==> src/hw/rtl/bpba_pkg.sv <==
package bpba_pkg;

  localparam int MAP_BYTES   = 20;
  localparam int PAGE_BYTES  = 4096;
  localparam int TOTAL_PAGES = MAP_BYTES * 8;

  // bitmap address, scan pointer (holds MAP_BYTES itself) and page number widths
  localparam int MAP_AW  = (MAP_BYTES > 1) ? $clog2(MAP_BYTES) : 1;
  localparam int PTR_W   = $clog2(MAP_BYTES + 1);
  localparam int PAGE_W  = MAP_AW + 3;
  localparam int ADDR_W  = 20;
  localparam int PBYTE_W = $clog2(PAGE_BYTES + 1);

  localparam int IDX_W   = 8;
  localparam int CMP_W   = ($clog2(TOTAL_PAGES + 1) > IDX_W) ? $clog2(TOTAL_PAGES + 1) : IDX_W;

  localparam logic [7:0] BYTE_FULL    = 8'hff;
  localparam logic [7:0] BYTE_EMPTY   = 8'h00;
  localparam logic [7:0] TOP_BIT      = 8'h80;
  localparam logic [7:0] RESERVED_RST = 8'd8;

  // configuration port
  localparam int          CFG_AW       = 3;
  localparam int          CFG_DW       = 32;
  localparam logic        REG_RESERVED = 1'b0;

  typedef enum logic [1:0] {
    OP_INIT  = 2'd0,
    OP_MARK  = 2'd1,
    OP_ALLOC = 2'd2
  } op_e;

endpackage

==> src/hw/rtl/bpba_req_if.sv <==
interface bpba_req_if;
  logic       valid;
  logic       ready;
  logic [1:0] op;
  logic [7:0] page_index;

  modport source (output valid, output op, output page_index, input ready);
  modport sink (input valid, input op, input page_index, output ready);
endinterface

==> src/hw/rtl/bpba_rsp_if.sv <==
interface bpba_rsp_if;
  logic        valid;
  logic        ready;
  logic        ok;
  logic [19:0] page_address;

  modport source (output valid, output ok, output page_address, input ready);
  modport sink (input valid, input ok, input page_address, output ready);
endinterface

==> src/hw/rtl/boot_page_bitmap_allocator_core.sv <==
// path from accepted item to result: mark reads then writes its byte, a rejected mark or
// unknown op goes straight to the result, init writes each byte, alloc reads bytes to a free bit
// throughput: one item at a time, init and alloc step through the map a byte per cycle
// a new item is taken while the previous result still waits in the output register
// reset (async, active low) restores reserved_pages to 8 and, through per-byte
// valid flags, makes the map read as the first byte full and all others free
module boot_page_bitmap_allocator_core (
  input  logic                                clk_i,
  input  logic                                rst_ni,
  bpba_req_if.sink                            req_i,
  bpba_rsp_if.source                          rsp_o,
  input  logic                                psel,
  input  logic                                penable,
  input  logic                                pwrite,
  input  logic [bpba_pkg::CFG_AW-1:0]         paddr,
  input  logic [bpba_pkg::CFG_DW-1:0]         pwdata,
  output logic [bpba_pkg::CFG_DW-1:0]         prdata,
  output logic                                pready
);

  localparam int AW   = bpba_pkg::MAP_AW;
  localparam int CW   = bpba_pkg::PTR_W;
  localparam int PW   = bpba_pkg::PAGE_W;
  localparam int BW   = CW + 3;
  localparam int NW   = ((BW > 8) ? BW : 8) + 1;
  localparam int PRDW = ((PW + bpba_pkg::PBYTE_W) > bpba_pkg::ADDR_W) ?
                        (PW + bpba_pkg::PBYTE_W) : bpba_pkg::ADDR_W;

  typedef enum logic [2:0] {
    ST_IDLE,
    ST_INIT,
    ST_MARK_RD,
    ST_MARK_WR,
    ST_SCAN,
    ST_RESP
  } state_e;

  state_e          state_q;
  logic [7:0]      reserved_q;
  logic [7:0]      idx_q;
  logic [CW-1:0]   ptr_q;
  logic            res_ok_q;
  logic [PW-1:0]   res_page_q;
  logic            out_vld_q;
  logic            out_ok_q;
  logic [bpba_pkg::ADDR_W-1:0] out_addr_q;

  // bitmap ram and its per-byte valid flags
  logic [7:0]      mem_q [bpba_pkg::MAP_BYTES];
  logic            vld_q [bpba_pkg::MAP_BYTES];
  logic [7:0]      rd_raw_q;
  logic            rd_hit_q;
  logic [AW-1:0]   rd_addr_q;
  logic            rd_pend_q;

  logic            rd_en;
  logic [AW-1:0]   rd_addr;
  logic [7:0]      rd_data;
  logic            we;
  logic [AW-1:0]   wr_addr;
  logic [7:0]      wr_data;

  logic            req_acc;
  logic            out_free;
  logic            mark_in_range;
  logic            found;
  logic            scan_fail;
  logic [2:0]      first_bit;
  logic [AW-1:0]   mark_addr;
  logic [7:0]      init_byte;
  logic [NW-1:0]   base_pages;
  logic [NW-1:0]   n_pages;
  logic [NW-1:0]   fill;
  logic [PRDW-1:0] prod;

  // config port
  assign pready = 1'b1;
  assign prdata = (paddr[2] == bpba_pkg::REG_RESERVED) ?
                  bpba_pkg::CFG_DW'(reserved_q) : '0;

  always_ff @(posedge clk_i or negedge rst_ni) begin
    if (!rst_ni) begin
      reserved_q <= bpba_pkg::RESERVED_RST;
    end else if (psel && penable && pwrite && pready &&
                 paddr[2] == bpba_pkg::REG_RESERVED) begin
      reserved_q <= pwdata[7:0];
    end
  end

  assign req_acc   = req_i.valid && req_i.ready;
  assign req_i.ready = (state_q == ST_IDLE);
  assign out_free  = !out_vld_q || rsp_o.ready;
  assign mark_addr = AW'(idx_q[7:3]);

  assign mark_in_range = bpba_pkg::CMP_W'(req_i.page_index) <
                         bpba_pkg::CMP_W'(bpba_pkg::TOTAL_PAGES);

  // unwritten bytes read as their reset contents
  assign rd_data = rd_hit_q ? rd_raw_q :
                   ((rd_addr_q == '0) ? bpba_pkg::BYTE_FULL : bpba_pkg::BYTE_EMPTY);

  always_comb begin
    first_bit = 3'd0;
    for (int k = 7; k >= 0; k--) begin
      if (!rd_data[7-k]) begin
        first_bit = 3'(k);
      end
    end
  end

  assign found     = (state_q == ST_SCAN) && rd_pend_q && (rd_data != bpba_pkg::BYTE_FULL);
  assign scan_fail = (state_q == ST_SCAN) && rd_pend_q && (rd_data == bpba_pkg::BYTE_FULL) &&
                     (rd_addr_q == AW'(bpba_pkg::MAP_BYTES - 1));

  // init pattern for the byte under ptr_q: full, empty or the top bits only
  assign base_pages = NW'({ptr_q, 3'b000});
  assign n_pages    = NW'(reserved_q);
  assign fill       = n_pages - base_pages;

  always_comb begin
    if (n_pages >= base_pages + NW'(8)) begin
      init_byte = bpba_pkg::BYTE_FULL;
    end else if (n_pages <= base_pages) begin
      init_byte = bpba_pkg::BYTE_EMPTY;
    end else begin
      init_byte = ~(bpba_pkg::BYTE_FULL >> fill[2:0]);
    end
  end

  // ram port control; reads run ahead of the scan check, so the write of a found
  // byte never meets a read of the same byte
  always_comb begin
    rd_en   = 1'b0;
    rd_addr = ptr_q[AW-1:0];
    we      = 1'b0;
    wr_addr = ptr_q[AW-1:0];
    wr_data = init_byte;
    case (state_q)
      ST_INIT: begin
        we = 1'b1;
      end
      ST_MARK_RD: begin
        rd_en   = 1'b1;
        rd_addr = mark_addr;
      end
      ST_MARK_WR: begin
        we      = 1'b1;
        wr_addr = mark_addr;
        wr_data = rd_data | (bpba_pkg::TOP_BIT >> idx_q[2:0]);
      end
      ST_SCAN: begin
        rd_en   = (ptr_q < CW'(bpba_pkg::MAP_BYTES));
        we      = found;
        wr_addr = rd_addr_q;
        wr_data = rd_data | (bpba_pkg::TOP_BIT >> first_bit);
      end
      default: begin
        rd_en = 1'b0;
      end
    endcase
  end

  always_ff @(posedge clk_i) begin
    if (we) begin
      mem_q[wr_addr] <= wr_data;
    end
    if (rd_en) begin
      rd_raw_q <= mem_q[rd_addr];
    end
  end

  always_ff @(posedge clk_i or negedge rst_ni) begin
    if (!rst_ni) begin
      for (int i = 0; i < bpba_pkg::MAP_BYTES; i++) begin
        vld_q[i] <= 1'b0;
      end
      rd_hit_q  <= 1'b0;
      rd_addr_q <= '0;
      rd_pend_q <= 1'b0;
    end else begin
      if (we) begin
        vld_q[wr_addr] <= 1'b1;
      end
      rd_pend_q <= rd_en;
      if (rd_en) begin
        rd_hit_q  <= vld_q[rd_addr];
        rd_addr_q <= rd_addr;
      end
    end
  end

  assign prod = PRDW'(res_page_q) * PRDW'(bpba_pkg::PAGE_BYTES);

  always_ff @(posedge clk_i or negedge rst_ni) begin
    if (!rst_ni) begin
      state_q    <= ST_IDLE;
      idx_q      <= '0;
      ptr_q      <= '0;
      res_ok_q   <= 1'b0;
      res_page_q <= '0;
      out_vld_q  <= 1'b0;
      out_ok_q   <= 1'b0;
      out_addr_q <= '0;
    end else begin
      if (state_q == ST_RESP && out_free) begin
        out_vld_q <= 1'b1;
      end else if (rsp_o.ready) begin
        out_vld_q <= 1'b0;
      end

      case (state_q)
        ST_IDLE: begin
          if (req_acc) begin
            idx_q      <= req_i.page_index;
            ptr_q      <= '0;
            res_ok_q   <= 1'b0;
            res_page_q <= '0;
            case (bpba_pkg::op_e'(req_i.op))
              bpba_pkg::OP_INIT: begin
                state_q <= ST_INIT;
              end
              bpba_pkg::OP_MARK: begin
                state_q <= mark_in_range ? ST_MARK_RD : ST_RESP;
              end
              bpba_pkg::OP_ALLOC: begin
                state_q <= ST_SCAN;
              end
              default: begin
                state_q <= ST_RESP;
              end
            endcase
          end
        end
        ST_INIT: begin
          if (ptr_q == CW'(bpba_pkg::MAP_BYTES - 1)) begin
            res_ok_q <= 1'b1;
            state_q  <= ST_RESP;
          end else begin
            ptr_q <= ptr_q + CW'(1);
          end
        end
        ST_MARK_RD: begin
          state_q <= ST_MARK_WR;
        end
        ST_MARK_WR: begin
          res_ok_q <= 1'b1;
          state_q  <= ST_RESP;
        end
        ST_SCAN: begin
          if (rd_en) begin
            ptr_q <= ptr_q + CW'(1);
          end
          if (found) begin
            res_ok_q   <= 1'b1;
            res_page_q <= {rd_addr_q, first_bit};
            state_q    <= ST_RESP;
          end else if (scan_fail) begin
            state_q <= ST_RESP;
          end
        end
        ST_RESP: begin
          if (out_free) begin
            out_ok_q   <= res_ok_q;
            out_addr_q <= prod[bpba_pkg::ADDR_W-1:0];
            state_q    <= ST_IDLE;
          end
        end
        default: begin
          state_q <= ST_IDLE;
        end
      endcase
    end
  end

  assign rsp_o.valid        = out_vld_q;
  assign rsp_o.ok           = out_ok_q;
  assign rsp_o.page_address = out_addr_q;

`ifndef SYNTHESIS
  a_no_rw_same_byte: assert property (@(posedge clk_i) disable iff (!rst_ni)
    (we && rd_en) |-> (wr_addr != rd_addr))
    else $error("bitmap read and write hit the same byte");

  a_fail_zero_addr: assert property (@(posedge clk_i) disable iff (!rst_ni)
    (rsp_o.valid && !rsp_o.ok) |-> (rsp_o.page_address == '0))
    else $error("failed item carries a non-zero address");

  a_mark_data_ready: assert property (@(posedge clk_i) disable iff (!rst_ni)
    (state_q == ST_MARK_WR) |-> rd_pend_q)
    else $error("mark write without read data");

  a_alloc_starts_scan: assert property (@(posedge clk_i) disable iff (!rst_ni)
    (req_acc && req_i.op == bpba_pkg::OP_ALLOC) |=> (state_q == ST_SCAN && !rd_pend_q))
    else $error("alloc did not start a clean scan");
`endif

endmodule
==> src/flat_wrapper.sv <==
// flat-port wrapper written by rule: the top's interface ports become plain ports
module boot_page_bitmap_allocator_core_flat 
  (clk_i, rst_ni, psel, penable, pwrite, paddr, pwdata, prdata, pready, req_i_valid, req_i_op, req_i_page_index, req_i_ready, rsp_o_valid, rsp_o_ok, rsp_o_page_address, rsp_o_ready);
  bpba_req_if req_i_i ();
  bpba_rsp_if rsp_o_i ();
  input  logic clk_i;
  input  logic rst_ni;
  input  logic psel;
  input  logic penable;
  input  logic pwrite;
  input  logic [bpba_pkg::CFG_AW-1:0] paddr;
  input  logic [bpba_pkg::CFG_DW-1:0] pwdata;
  output logic [bpba_pkg::CFG_DW-1:0] prdata;
  output logic pready;
  input wire logic [$bits(req_i_i.valid)-1:0] req_i_valid;
  input wire logic [$bits(req_i_i.op)-1:0] req_i_op;
  input wire logic [$bits(req_i_i.page_index)-1:0] req_i_page_index;
  output wire logic [$bits(req_i_i.ready)-1:0] req_i_ready;
  output wire logic [$bits(rsp_o_i.valid)-1:0] rsp_o_valid;
  output wire logic [$bits(rsp_o_i.ok)-1:0] rsp_o_ok;
  output wire logic [$bits(rsp_o_i.page_address)-1:0] rsp_o_page_address;
  input wire logic [$bits(rsp_o_i.ready)-1:0] rsp_o_ready;
  assign req_i_i.valid = req_i_valid;
  assign req_i_i.op = req_i_op;
  assign req_i_i.page_index = req_i_page_index;
  assign req_i_ready = req_i_i.ready;
  assign rsp_o_valid = rsp_o_i.valid;
  assign rsp_o_ok = rsp_o_i.ok;
  assign rsp_o_page_address = rsp_o_i.page_address;
  assign rsp_o_i.ready = rsp_o_ready;
  boot_page_bitmap_allocator_core u_core (.clk_i(clk_i), .rst_ni(rst_ni), .req_i(req_i_i), .rsp_o(rsp_o_i), .psel(psel), .penable(penable), .pwrite(pwrite), .paddr(paddr), .pwdata(pwdata), .prdata(prdata), .pready(pready));
endmodule
==> config.mk <==
export PLATFORM = sky130hd
export DESIGN_NAME = boot_page_bitmap_allocator_core_flat
export DESIGN_NICKNAME = d
export VERILOG_FILES = /design/src/hw/rtl/bpba_pkg.sv /design/src/hw/rtl/bpba_req_if.sv /design/src/hw/rtl/bpba_rsp_if.sv /design/src/hw/rtl/boot_page_bitmap_allocator_core.sv /design/src/flat_wrapper.sv
export SDC_FILE = /design/constraint.sdc
export NUM_CORES = 1
export LEC_CHECK = 0
export BUFFER_PORTS_ARGS = -buffer_cell sky130_fd_sc_hd__buf_2
export CORE_MARGIN = 3
export CORE_UTILIZATION = 52
export DETAILED_ROUTE_END_ITERATION = 10
export MAX_ROUTING_LAYER = met4
export PLACE_DENSITY = 0.71
export SYNTH_ARGS = -nofsm -noshare
export SYNTH_HDL_FRONTEND = slang
export SYNTH_SLANG_ARGS = --single-unit
==> constraint.sdc <==
create_clock -name clk_i -period 8.6 [get_ports clk_i]
set_clock_uncertainty 0.1 [all_clocks]
set_input_delay 1.72 -clock clk_i [delete_from_list [all_inputs] [get_ports clk_i]]
set_output_delay 1.72 -clock clk_i [all_outputs]
set_load 0.01 [all_outputs]
Yosys cells after proc, flatten, opt, wreduce, memory -nomap -nowiden --
Memories as Yosys holds them, arrays and structs flattened. A register that Yosys moved wholly into a read port is not among the register bits. Cells that the tools add are included.
Operators by class: $mul 0, equality and inequality tests 18, bitwise operators 7, shifts and indexed selects 3, reductions and logical operators 26, muxes and demuxes 46, div/mod/pow operators 0, $lt $le $gt $ge 7, $add $sub $neg 3
Operators with widths (number):
- two-way mux 8 bit | 7
- two-way mux 3 bit | 14
- one-hot mux 8 bit (2 select lines) | 2
- right shift 8 x 3 -> 8 bit, first input constant | 3
- two-way mux 5 bit | 4
- bitwise OR 20 bit | 1
- one-hot mux 3 bit (6 select lines) | 1
- bitwise OR 8 bit | 2
- one-hot mux 5 bit (3 select lines) | 1
- >= comparator 6 bit, second input constant | 2
- NOT 5 -> 6 bit | 2
- AND reduction 4 bit | 3
- equality test 5 bit, second input constant | 2
- logical AND 1 bit | 10
- two-way mux 1 bit | 10
- one-hot mux 5 bit (2 select lines) | 1
- adder 8 x 4 -> 9 bit, second input constant | 1
- >= comparator 8 x 9 -> 1 bit | 1
- one-hot mux 3 bit (3 select lines) | 1
- equality test 8 bit, second input constant | 1
- less-or-equal comparator 8 bit | 1
- less-than comparator 8 bit, second input constant | 1
- inequality test 2 x 1 -> 1 bit, second input constant | 4
- inequality test 8 bit, second input constant | 1
- other kinds (28) | 34
Word-level totals: logic and storage cells 143, RAM bits 160, input bits 52, latch bits 0, ROM bits 0, memories 1, flip-flop bits (word level) 70
Memories:
- u_core.mem_q | depth 20, width 8, read ports 1, clocked after Yosys merged registers in 1, wr ports 1, RTL line boot_page_bitmap_allocator_core.sv:49 | logic [7:0] mem_q [bpba_pkg::MAP_BYTES];

Longest topological paths before layout --
Gate-level depths: netlist (run 1).
depth after elaboration 14, gate-level depth with buffers 9, mapped depth without buffers 8

Least setup slack after synthesis (run 1) --
No wires, ideal clock.
kind input port to output port, start input paddr[2] in the netlist's numbering, end output prdata[0] in the netlist's numbering, cell stages on the path 1, arrival 1898 ps, path buffers 0, setup slack 4882 ps, data required time 6780 ps, path through nor2b_1
Between the ends: cells in the longest elaborated chain, start to end 1
RTL lines:
- start: declaration | RTL line flat_wrapper.sv:11 | input logic [bpba_pkg::CFG_AW-1:0] paddr;
- two-way mux 8 bit | RTL line boot_page_bitmap_allocator_core.sv:78 | assign prdata = (paddr[2] == bpba_pkg::REG_RESERVED) ?
- end: declaration | RTL line flat_wrapper.sv:13 | output logic [bpba_pkg::CFG_DW-1:0] prdata;
No other way between the ends.

Final worst setup path (run 1) --
start register u_core.state_q[1], end register u_core.rd_raw_q[5] (read register of u_core.mem_q) (data pin)
Between the ends: cells in the longest elaborated chain, start to end 2, elaborated cells between the ends (all ways) 4, classes of those cells eq/ne: 2; mux: 2
RTL lines:
- start: declaration | RTL line boot_page_bitmap_allocator_core.sv:38 | state_e state_q;
- start signal: assignment | RTL line boot_page_bitmap_allocator_core.sv:223 | state_q <= mark_in_range ? ST_MARK_RD : ST_RESP;
- equality test 3 bit or equality test 3 x 2 -> 1 bit (tied branches) | RTL line boot_page_bitmap_allocator_core.sv:138 | case (state_q)
- one-hot mux 1 bit (2 select lines) or two-way mux 5 bit (tied branches) | RTL line boot_page_bitmap_allocator_core.sv:138
- end: declaration | RTL line boot_page_bitmap_allocator_core.sv:51 | logic [7:0] rd_raw_q;
Several ways; a longest one is shown, not always the timed one. A chain may end at the register's enable or synchronous reset.

==> summary.md, run 1 <==
| Metric | Value |
|---|---|
| Postcts setup bufs | 0 |
| Final core occ | 59.74% |
| TritonCTS clock tree | done |
| Crit path time final | 4165 ps |
| Starting Density | 53.89% |
| Post-synth EDFFs | 168 |
| Crit-path max cell delay | 900 ps |
| Met1 GRT Util | 29.82% |
| Final Max Slew Viols | 0 |
| P_int | 2.776 mW |
| I/O Buffers | 44 |
| Core Footprint | 0.02056 mm^2 |
| Hold WS | 362.3 ps |
| Remaining Overflow, GRT | 0 |
| Mapped cell area | 0.01108 mm^2 |
| Die Ht | 152.0 um |
| Area delta synth->final | 10.86% |
| Met3 Usage GRT | 4.124% |
| Final setup vio count | 0 |
| Worst endpoint data arrival time | 4400 ps |
| Total Nets Final | 1,077 |
| Combinational cell fraction of total power | 34.8% |
| Final wirelength | 26,080 um |
| Worst min path class | reg -> reg |
| Startpoint types | register |
| Post-CTS Resized | 0 |
| Die outline width | 152.0 um |
| GRT Util Overall | 22.70% |
| Max_slew headroom | 26.30% |
| Sw power | 1.689 mW |
| HPWL after detailed placement | 16,510 um |
| Worst slew pin tran | 1099 ps |
| Fillers | 1,675 |
| WS Path Type | reg -> reg |
| Vias in the first global route | 7,369 |
| ANT nets after route | 0 |
| Drt wl/cell | 20.01 um |
| DR vias | 7,637 |
| Layout cells sized above 1 | 15.59% |
| Flops & latches, synth | 238 |
| Final period utilization | 48.43% |
| Async SR Flop Fraction | 29.41% |
| Max_cap viols | 0 |
| Register area share after synthesis | 61.36% |
| Outcome | complete, no violations |
| Fin. Hold Viols | 0 |
| Critical path's slowest cell | mux2i_4 |
| Num rows | 52 |
| Clock root cell | clkbuf_16 |
| Clk slew on worst S/H paths | 60 ps |
| Busiest grt layer | met2 |
| First-pass GRT wire length | 40,940 um |
| CTS Sinks | 238 |
| Sw Share | 37.82% |
| Initial DRC Count | 691 |
| Pin count of the biggest net entering global routing | 73 |
| Met2 Track Usage GR | 36.05% |
| Ant. Diodes | 0 |
| GPL Wtd Cong | 0.8891 |
| First element of the critical path | u_core.state_q[1] |
| Yosys warning count | 0 |
| Pwr Density | 363.5 mW/mm^2 |
| Cell mode on critical path | buf_4 |
| Synth cell types | 67 |
| Sequential power share | 41.1% |
| Power share of the clock group | 24.1% |
| Htree depth | 1 |
| DRC violations left | 0 |
| Critical R2R Launch | u_core.state_q[1] |
| Initial antenna violation count | 0 |
| Max Fclk | 240.1 MHz |
| Worst hold start | u_core.vld_q[6] |
| Worst-case clock buffer depth | 3 |
| Hold buffer count at CTS | 0 |
| CP Data Required Time | 8830 ps |
| Drt first pass iters | 5 |
| Synth Instances | 969 |
| Worst VDD drop | 0.1867 mV |
| CTS Buf Count | 25 |
| Die area | 0.02309 mm^2 |
| Setup TNS | 0 ps |
| Post-DR vias/cell | 5.861 |
| Unrepaired setup endpoints after global routing | no |
| # IOs | 108 |
| Mapped Avg Cell Area | 11.43 um^2 |
| CP endpoint kind | register |
| Clock Latency Late Sink | 540 ps |
| Pleak | 4.650 nW |
| CP Max Fanout | 45 |
| Crit-path cells | buf_4, nor3b_4, mux2i_4, buf_4, nand2_1, and3_1, a311o_1, a41oi_1 |
| Main flop type after synthesis | edfxtp_1 |
[layout make-up]
cell class	count	area (um^2)	share of cell area, %
clock inverter	15	156.4	1.273
inverter	14	52.55	0.4278
sequential	238	6798	55.34
tap	270	337.8	2.750
multi-input combinational	666	3860	31.43
clock buffer	31	668.1	5.440
timing repair buffer	69	410.4	3.341
[per-stage QoR]
stage	power (mW)	instance area [um^2]	instances	setup WS, ps
floorplan	2.885	11210	1004	4882
CTS	4.481	12280	1303	4483
global route	4.707	12280	1303	4289
detailed placement	3.402	11460	1257	4475
finish	4.465	12280	1303	4435
global placement	3.349	11460	1257	4560
[worst max-delay path, delay by kind of cell, from the launching register on]
family                 cells  cell delay, ps
multiplexers               1             900
flip-flops                 1             320
buffers and inverters      2             850
AO/OA/AOI/OAI              2             660
AND/OR/NAND/NOR            3            1080
[sequential cells by signal, summed over array words and instances (netlist names)]
| register | flops |
|---|---|
| u_core.res_ok_q | 1 |
| u_core.vld_q | 20 |
| u_core.rd_pend_q | 1 |
| u_core.ptr_q | 5 |
| u_core.rd_raw_q | 8 |
| u_core.rsp_o.valid | 1 |
| u_core.rsp_o.page_address | 8 |
| u_core.reserved_q | 8 |
| u_core.rd_hit_q | 1 |
| u_core.rd_addr_q | 5 |
| u_core.state_q | 3 |
| u_core.idx_q | 8 |
| u_core.mem_q | 160 |
| u_core.res_page_q | 8 |
| u_core.rsp_o.ok | 1 |
[power by group through the flow]
stage	registers (mW)	logic (mW)	clock network, mW
3_5_place_dp	1.85	1.55	0
6_report	1.84	1.56	1.07
4_1_cts	1.83	1.56	1.09
3_3_place_gp	1.85	1.50	0
2_1_floorplan	1.80	1.09	0
5_1_grt	1.86	1.71	1.14
[final timing paths]
kind | slack, ps | end | cells past startpoint
max | 4430 | u_core.rd_raw_q[5] | 8
min | 360 | u_core.vld_q[6] | 1
max reg2reg | 4430 | u_core.rd_raw_q[5] | 8
min reg2reg | 360 | u_core.vld_q[6] | 1
max in group asynchronous | 6580 | u_core.vld_q[9] | 1
min in group asynchronous | 1220 | u_core.rsp_o.page_address[15] | 1
[routing by layer]
layer	share of wire [%]	vias to the layer above
met5	0	-
met4	3.8	0
met3	8.0	74
met2	47	304
met1	41	3716
li1	-	3543
[placed cells by master, fill, tap and decap left out, types with 4 or more instances in the layout]
cell	Yosys	final
nand2_1	212	212
edfxtp_1	168	168
dfrtp_1	69	69
a21oi_1	62	62
nand3_1	51	51
buf_2	22	43
conb_1	2	37
nor2_1	30	30
mux2_2	26	26
buf_4	43	26
clkbuf_16	0	25
nor3_1	22	22
o21ai_0	23	22
nor2b_1	20	20
inv_1	14	14
or2_1	12	12
and3_1	11	11
nor4_1	11	11
ha_1	11	11
mux2i_1	11	10
nor3b_1	9	9
a311o_1	9	9
a31oi_1	8	8
nand2b_1	8	8
a41oi_1	8	8
o41ai_1	5	5
or2_2	5	5
a22o_1	5	5
clkinv_2	0	5
xnor2_1	4	4
o211ai_1	4	4
o311ai_0	5	4
nor4_4	4	4
o21bai_2	4	4
clkbuf_1	17	4
[synth_stat cells, drive strengths merged, types with 2 or more instances]
master,n,area (um^2)
a2111o,2,22.52
a211oi,3,22.52
a21o,2,15.01
a21oi,62,310.3
a22o,5,43.79
a2bb2oi,2,17.52
a311o,9,90.09
a31oi,8,50.05
a41oi,8,70.07
and2,3,18.77
and3,11,68.82
buf,69,470.5
clkbuf,17,63.81
conb,2,7.510
dfrtp,69,1727
edfxtp,168,5045
ha,11,137.6
inv,14,52.55
mux2,27,307.8
mux2i,12,123.9
nand2,212,795.8
nand2b,8,50.05
nand3,51,255.2
nand4,3,18.77
nor2,30,112.6
nor2b,20,125.1
nor3,22,110.1
nor3b,10,86.33
nor4,16,166.4
o211ai,4,30.03
o21a,3,22.52
o21ai,25,128.9
o21bai,5,52.55
o221ai,2,17.52
o22ai,2,12.51
o311ai,5,43.79
o31a,2,17.52
o31ai,5,42.54
o41ai,5,43.79
or2,17,106.4
or3,3,18.77
xnor2,4,35.03
[cells by family (layout without fill, tap and decap cells)]
family / after synthesis / in the layout / share of synthesized area, %
fa+ha+maj: 11 / 11 / 1.242
other cells: 2 / 37 / 0.06778
xor+xnor: 4 / 4 / 0.3162
mux: 39 / 39 / 3.896
flops: 238 / 238 / 61.36
buf+inv: 100 / 129 / 5.296
simple gates: 410 / 410 / 17.76
compound gates: 165 / 165 / 10.06
No activity file was read; power rests on OpenSTA's default activity.
==> run 2, diff against run 1 <==
Clock period 8.6 ns to 3.9 ns, I/O delays scaled along.
==> summary.md, run 2 (synthesis gave the netlist of run 1 again) <==
| Metric | Value |
|---|---|
| Postcts setup bufs | 0 (unchanged) |
| Core Footprint | 0.02056 mm^2 (unchanged) |
| GPL Wtd Cong | 0.9644 (was 0.8891) |
| Layout cells sized above 1 | 17.03% (was 15.59%) |
| Buffers & Inverters on Critical Path | 1 (was 2) |
| Number of flip-flops in the largest register | 160 (unchanged) |
| Remaining Overflow, GRT | 0 (unchanged) |
| Fillers | 1,666 (was 1,675) |
| Final WS setup | 499.3 ps (was 4435 ps) |
| Worst endpoint data arrival time | 3430 ps (was 4400 ps) |
| Num rows | 52 (unchanged) |
| CP endpoint kind | register (unchanged) |
| Cell family with most CP delay | simple AND/OR/NAND/NOR gates (unchanged) |
| Setup TNS | 0 ps (unchanged) |
| Most frequent cells in the layout | nand2_1 (212), edfxtp_1 (168), dfrtp_1 (69) (unchanged) |
| R2r setup slk | 500 ps (was 4430 ps) |
| Startpoint types | register (unchanged) |
| Post-CTS Resized | 0 (unchanged) |
| Placed Area | 0.01165 mm^2 (was 0.01146 mm^2) |
| Final core occ | 60.55% (was 59.74%) |
| HPWL after detailed placement | 17,400 um (was 16,510 um) |
| Crit path time final | 3401 ps (was 4165 ps) |
| Max_slew headroom | 32.02% (was 26.30%) |
| Top Registers | u_core.mem_q (160), u_core.vld_q (20) (unchanged) |
| Worst slew pin tran | 1020 ps (was 1099 ps) |
| Unrepaired setup endpoints after global routing | no (unchanged) |
| Worst-case clock buffer depth | 3 (unchanged) |
| # IOs | 108 (unchanged) |
| ANT nets after route | 0 (unchanged) |
| Storage element area | 0.006798 mm^2 (unchanged) |
| Max Fclk | 294.1 MHz (was 240.1 MHz) |
| Drt wl/cell | 19.74 um (was 20.01 um) |
| Vias in the first global route | 7,250 (was 7,369) |
| Final setup vio count | 0 (unchanged) |
| Pwr Density | 802.3 mW/mm^2 (was 363.5 mW/mm^2) |
| CTS Sinks | 238 (unchanged) |
| Placed cell count | 1,283 (was 1,257) |
| Reg2Reg Capture Point | u_core.mem_q[8][7] (was u_core.rd_raw_q[5]) |
| Non-Filler Instances | 1,327 (was 1,303) |
| Pin count of the biggest net entering global routing | 71 (was 73) |
| Die area | 0.02309 mm^2 (unchanged) |
| Worst min path class | in -> async (was reg -> reg) |
| CP Data Required Time | 3930 ps (was 8830 ps) |
| Fin. Hold Viols | 0 (unchanged) |
| Cell mode on critical path | ha_1 (was buf_4) |
| DR vias | 7,668 (was 7,637) |
| Max_cap viols | 0 (unchanged) |
| Design Area, Final | 0.01245 mm^2 (was 0.01228 mm^2) |
| Hold buffer count at CTS | 0 (unchanged) |
| Total Nets Final | 1,103 (was 1,077) |
| Critical R2R Launch | u_core.ptr_q[0] (was u_core.state_q[1]) |
| Clk slew on worst S/H paths | 60 ps (about the same) |
| Die outline width | 152.0 um (unchanged) |
| TritonCTS clock tree | done (unchanged) |
| Crit-path cells | ha_1, xnor2_1, ha_1, a21o_1, a211oi_1, a21oi_1, buf_4, or4_1 (was buf_4, nor3b_4, mux2i_4, buf_4, nand2_1, and3_1, a311o_1, a41oi_1) |
| I/O Buffers | 44 (unchanged) |
| Clock root cell | clkbuf_16 (unchanged) |
| Worst VDD drop | 0.4572 mV (was 0.1867 mV) |
| Area of the multi-input gates | 0.003855 mm^2 (was 0.003860 mm^2) |
| Outcome | complete, no violations (unchanged) |
| Starting Density | 53.89% (unchanged) |
| Post-DR vias/cell | 5.778 (was 5.861) |
| Final wirelength | 26,190 um (was 26,080 um) |
| Cells on worst reg2reg path | 8 (unchanged) |
| GRT Util Overall | 22.98% (was 22.70%) |
| Final Max Slew Viols | 0 (unchanged) |
| First-pass GRT wire length | 41,480 um (was 40,940 um) |
| Drt first pass iters | 6 (was 5) |
| Final period utilization | 87.20% (was 48.43%) |
| Critical path's slowest cell | or4_1 (was mux2i_4) |
| Top reg by flops | u_core.mem_q (unchanged) |
| Place WS | 517.7 ps (was 4475 ps) |
| Clock Latency Late Sink | 530 ps (was 540 ps) |
| First element of the critical path | u_core.ptr_q[0] (was u_core.state_q[1]) |
| Die Ht | 152.0 um (unchanged) |
| CP Max Fanout | 20 (was 45) |
| Initial DRC Count | 702 (was 691) |
| Ant. Diodes | 0 (unchanged) |
| Crit-path max cell delay | 880 ps (was 900 ps) |
| Initial antenna violation count | 0 (unchanged) |
| DRC violations left | 0 (unchanged) |
| Pleak | 4.754 nW (was 4.650 nW) |
| Area delta synth->final | 12.35% (was 10.86%) |
| CTS Buf Count | 25 (unchanged) |
| Htree depth | 1 (unchanged) |
| WS Path Type | reg -> reg (unchanged) |
| Commonest non-fill, non-tap cell in the layout | nand2_1 (unchanged) |
## run 2: metrics by stage
step	total power, mW	hold WS (ps)
final	9.987	293.3
after detailed placement	7.668	351.3
after floorplan	6.362	332.9
after global placement	7.573	345.7
after CTS	10.00	336.3
after global routing	10.56	377.3
## run 2: routing by layer
layer  part of all wire, %  global-route usage [%]  vias to the layer above
met5                     0                       -                        -
met4                   3.1                   6.293                        0
met3                   7.0                   3.299                       59
met2                    47                   35.54                      300
met1                    43                   32.31                     3722
li1                      -                       -                     3587
## run 2: how the worst max path moves through the flow
stage / end / slack, ps / depth (start not counted)
after global routing: u_core.mem_q[3][4] / 250 / 9
after floorplan: u_core.mem_q[9][0] / 1000 / 5
after CTS: u_core.mem_q[3][4] / 490 / 9
after detailed placement: u_core.mem_q[15][7] / 520 / 8
final: u_core.mem_q[8][7] / 500 / 8
after global placement: u_core.mem_q[2][7] / 580 / 8
## run 2: final cells by class
cell class | count | area share (%)
clock buffers | 35 | 5.649
clock inverters | 9 | 0.7739
inverters | 14 | 0.4222
multi-input cells | 666 | 30.97
flip-flops and latches | 238 | 54.61
well taps | 270 | 2.714
repair buffers | 95 | 4.865
## run 2: worst register-to-register path, delay by kind of cell (launching register included)
family,cells,cell delay [ps]
AND/OR/NAND/NOR,1,880
adder cells (fa/ha/maj),2,650
flip-flops,1,530
AO/OA/AOI/OAI,3,520
buffers and inverters,1,180
XOR/XNOR,1,140
## run 2: power by group
group,internal (mW),total [mW],switching (mW)
logic,1.19,3.58,2.38
clock network,1.38,2.32,0.940
registers,3.70,4.09,0.388
total,6.28,9.99,3.71
==> run 3, diff against run 2 <==
Settings changed: PLACE_DENSITY 0.71 to 0.82.
==> summary.md, run 3 (synthesis gave the netlist of run 1 again) <==
| Metric | Value |
|---|---|
| # IOs | 108 (unchanged) |
| R2r setup slk | 510 ps (was 500 ps) |
| CTS Sinks | 238 (unchanged) |
| Clk slew on worst S/H paths | 60 ps (about the same) |
| Pin count of the biggest net entering global routing | 71 (unchanged) |
| Initial antenna violation count | 0 (unchanged) |
| Clock root cell | clkbuf_16 (unchanged) |
| Max Fclk | 295.0 MHz (was 294.1 MHz) |
| Critical path's slowest cell | o311ai_0 (was or4_1) |
| Hold buffer count at CTS | 0 (unchanged) |
| DRC violations left | 0 (unchanged) |
| Crit-path cells | and2_0, o311ai_0, o21ai_2, nor4_4 (was ha_1, xnor2_1, ha_1, a21o_1, a211oi_1, a21oi_1, buf_4, or4_1) |
| Total Nets Final | 1,097 (was 1,103) |
| Final WS setup | 510.4 ps (was 499.3 ps) |
| Placed Area | 0.01160 mm^2 (was 0.01165 mm^2) |
| Setup TNS | 0 ps (unchanged) |
| Max_cap viols | 0 (unchanged) |
| Final wirelength | 25,750 um (was 26,190 um) |
| TritonCTS clock tree | done (unchanged) |
| Crit path time final | 3390 ps (was 3401 ps) |
| Post-CTS Resized | 0 (unchanged) |
| Worst endpoint data arrival time | 3460 ps (was 3430 ps) |
| Unrepaired setup endpoints after global routing | no (unchanged) |
| Layout cells sized above 1 | 16.63% (was 17.03%) |
| Final Max Slew Viols | 0 (unchanged) |
| GRT Util Overall | 22.55% (was 22.98%) |
| Htree depth | 1 (unchanged) |
| ANT nets after route | 0 (unchanged) |
| Starting Density | 53.89% (unchanged) |
| Design Area, Final | 0.01241 mm^2 (was 0.01245 mm^2) |
| Final setup vio count | 0 (unchanged) |
| Vias in the first global route | 7,468 (was 7,250) |
| DR vias | 7,798 (was 7,668) |
| Worst min path class | in -> async (unchanged) |
| Number of flip-flops in the largest register | 160 (unchanged) |
| Num rows | 52 (unchanged) |
| HPWL after detailed placement | 16,970 um (was 17,400 um) |
| Clock Latency Late Sink | 530 ps (about the same) |
| Pleak | 4.736 nW (was 4.754 nW) |
| Post-DR vias/cell | 5.899 (was 5.778) |
| Top Registers | u_core.mem_q (160), u_core.vld_q (20) (unchanged) |
| Place WS | 566.5 ps (was 517.7 ps) |
| CTS Buf Count | 25 (unchanged) |
| CP Data Required Time | 3970 ps (was 3930 ps) |
| Core Footprint | 0.02056 mm^2 (unchanged) |
| WS Path Type | reg -> reg (unchanged) |
| Postcts setup bufs | 0 (unchanged) |
| Initial DRC Count | 902 (was 702) |
| Remaining Overflow, GRT | 0 (unchanged) |
| CP endpoint kind | register (unchanged) |
| Die Ht | 152.0 um (unchanged) |
| Startpoint types | register (unchanged) |
| Crit-path max cell delay | 840 ps (was 880 ps) |
| Most frequent cells in the layout | nand2_1 (212), edfxtp_1 (168), dfrtp_1 (69) (unchanged) |
| Area delta synth->final | 12.04% (was 12.35%) |
| Max_slew headroom | 34.09% (was 32.02%) |
| Top reg by flops | u_core.mem_q (unchanged) |
| Commonest non-fill, non-tap cell in the layout | nand2_1 (unchanged) |
| Drt first pass iters | 5 (was 6) |
| Die area | 0.02309 mm^2 (unchanged) |
| Die outline width | 152.0 um (unchanged) |
| Worst slew pin tran | 984.1 ps (was 1020 ps) |
| GPL Wtd Cong | 0.9759 (was 0.9644) |
| Outcome | complete, no violations (unchanged) |
| Worst VDD drop | 0.4585 mV (was 0.4572 mV) |
| Fin. Hold Viols | 0 (unchanged) |
| First-pass GRT wire length | 41,290 um (was 41,480 um) |
| CP Max Fanout | 17 (was 20) |
| Ant. Diodes | 0 (unchanged) |
| Final Power | 9.939 mW (was 9.987 mW) |
| Final period utilization | 86.91% (was 87.20%) |
| Drt wl/cell | 19.48 um (was 19.74 um) |
| Worst-case clock buffer depth | 3 (unchanged) |
| Pwr Density | 800.7 mW/mm^2 (was 802.3 mW/mm^2) |
| I/O Buffers | 44 (unchanged) |
## run 3: metal layers
layer | wire length, um | global-route usage, % | up-vias | share of wire [%]
met5 | 0 | - | - | 0
met4 | 1062 | 8.604 | 0 | 4.1
met3 | 2050 | 3.584 | 78 | 8.0
met2 | 11950 | 34.42 | 399 | 46
met1 | 10690 | 30.80 | 3728 | 41
li1 | - | - | 3593 | -
## run 3: final timing paths
path	endpoint	from	depth (start not counted)
worst max-delay path	u_core.mem_q[11][1]	u_core.state_q[0]	4
worst min-delay path	u_core.vld_q[7]	rst_ni	1
worst max register to register	u_core.mem_q[11][1]	u_core.state_q[0]	4
worst min register to register	u_core.vld_q[19]	u_core.vld_q[19]	1
max in group asynchronous	u_core.idx_q[4]	rst_ni	1
min in group clk_i	u_core.vld_q[19]	u_core.vld_q[19]	1
## run 3: power by group
part | total (mW) | leakage, nW | switching, mW | internal (mW)
registers | 4.07 | 2.37 | 0.368 | 3.70
logic | 3.53 | 1.97 | 2.40 | 1.14
clock network | 2.34 | 0.394 | 0.957 | 1.38
## run 3: stage by stage
stage                     instances  hold slack (ps)  util (%)
after floorplan                1004            332.9         -
after global placement         1277            347.0     56.44
after detailed placement       1277            352.0     56.44
after CTS                      1322            334.4     60.38
after global routing           1322            365.7     60.38
final                          1322            305.2     60.38
## run 3: final cells by class
class                      count  area (um^2)
inverter                      14        52.55
clock inverter                15        165.2
timing repair buffer          89        560.5
multi-input combinational    666         3855
sequential                   238         6798
fill                        1596         8147
clock buffer                  30        644.4
tap                          270        337.8
## run 3: worst max-delay path: cells and delay by family (launching register included)
kind / cells / cell delay, ps
AO/OA/AOI/OAI: 2 / 1270
flip-flops: 1 / 570
AND/OR/NAND/NOR: 2 / 1070
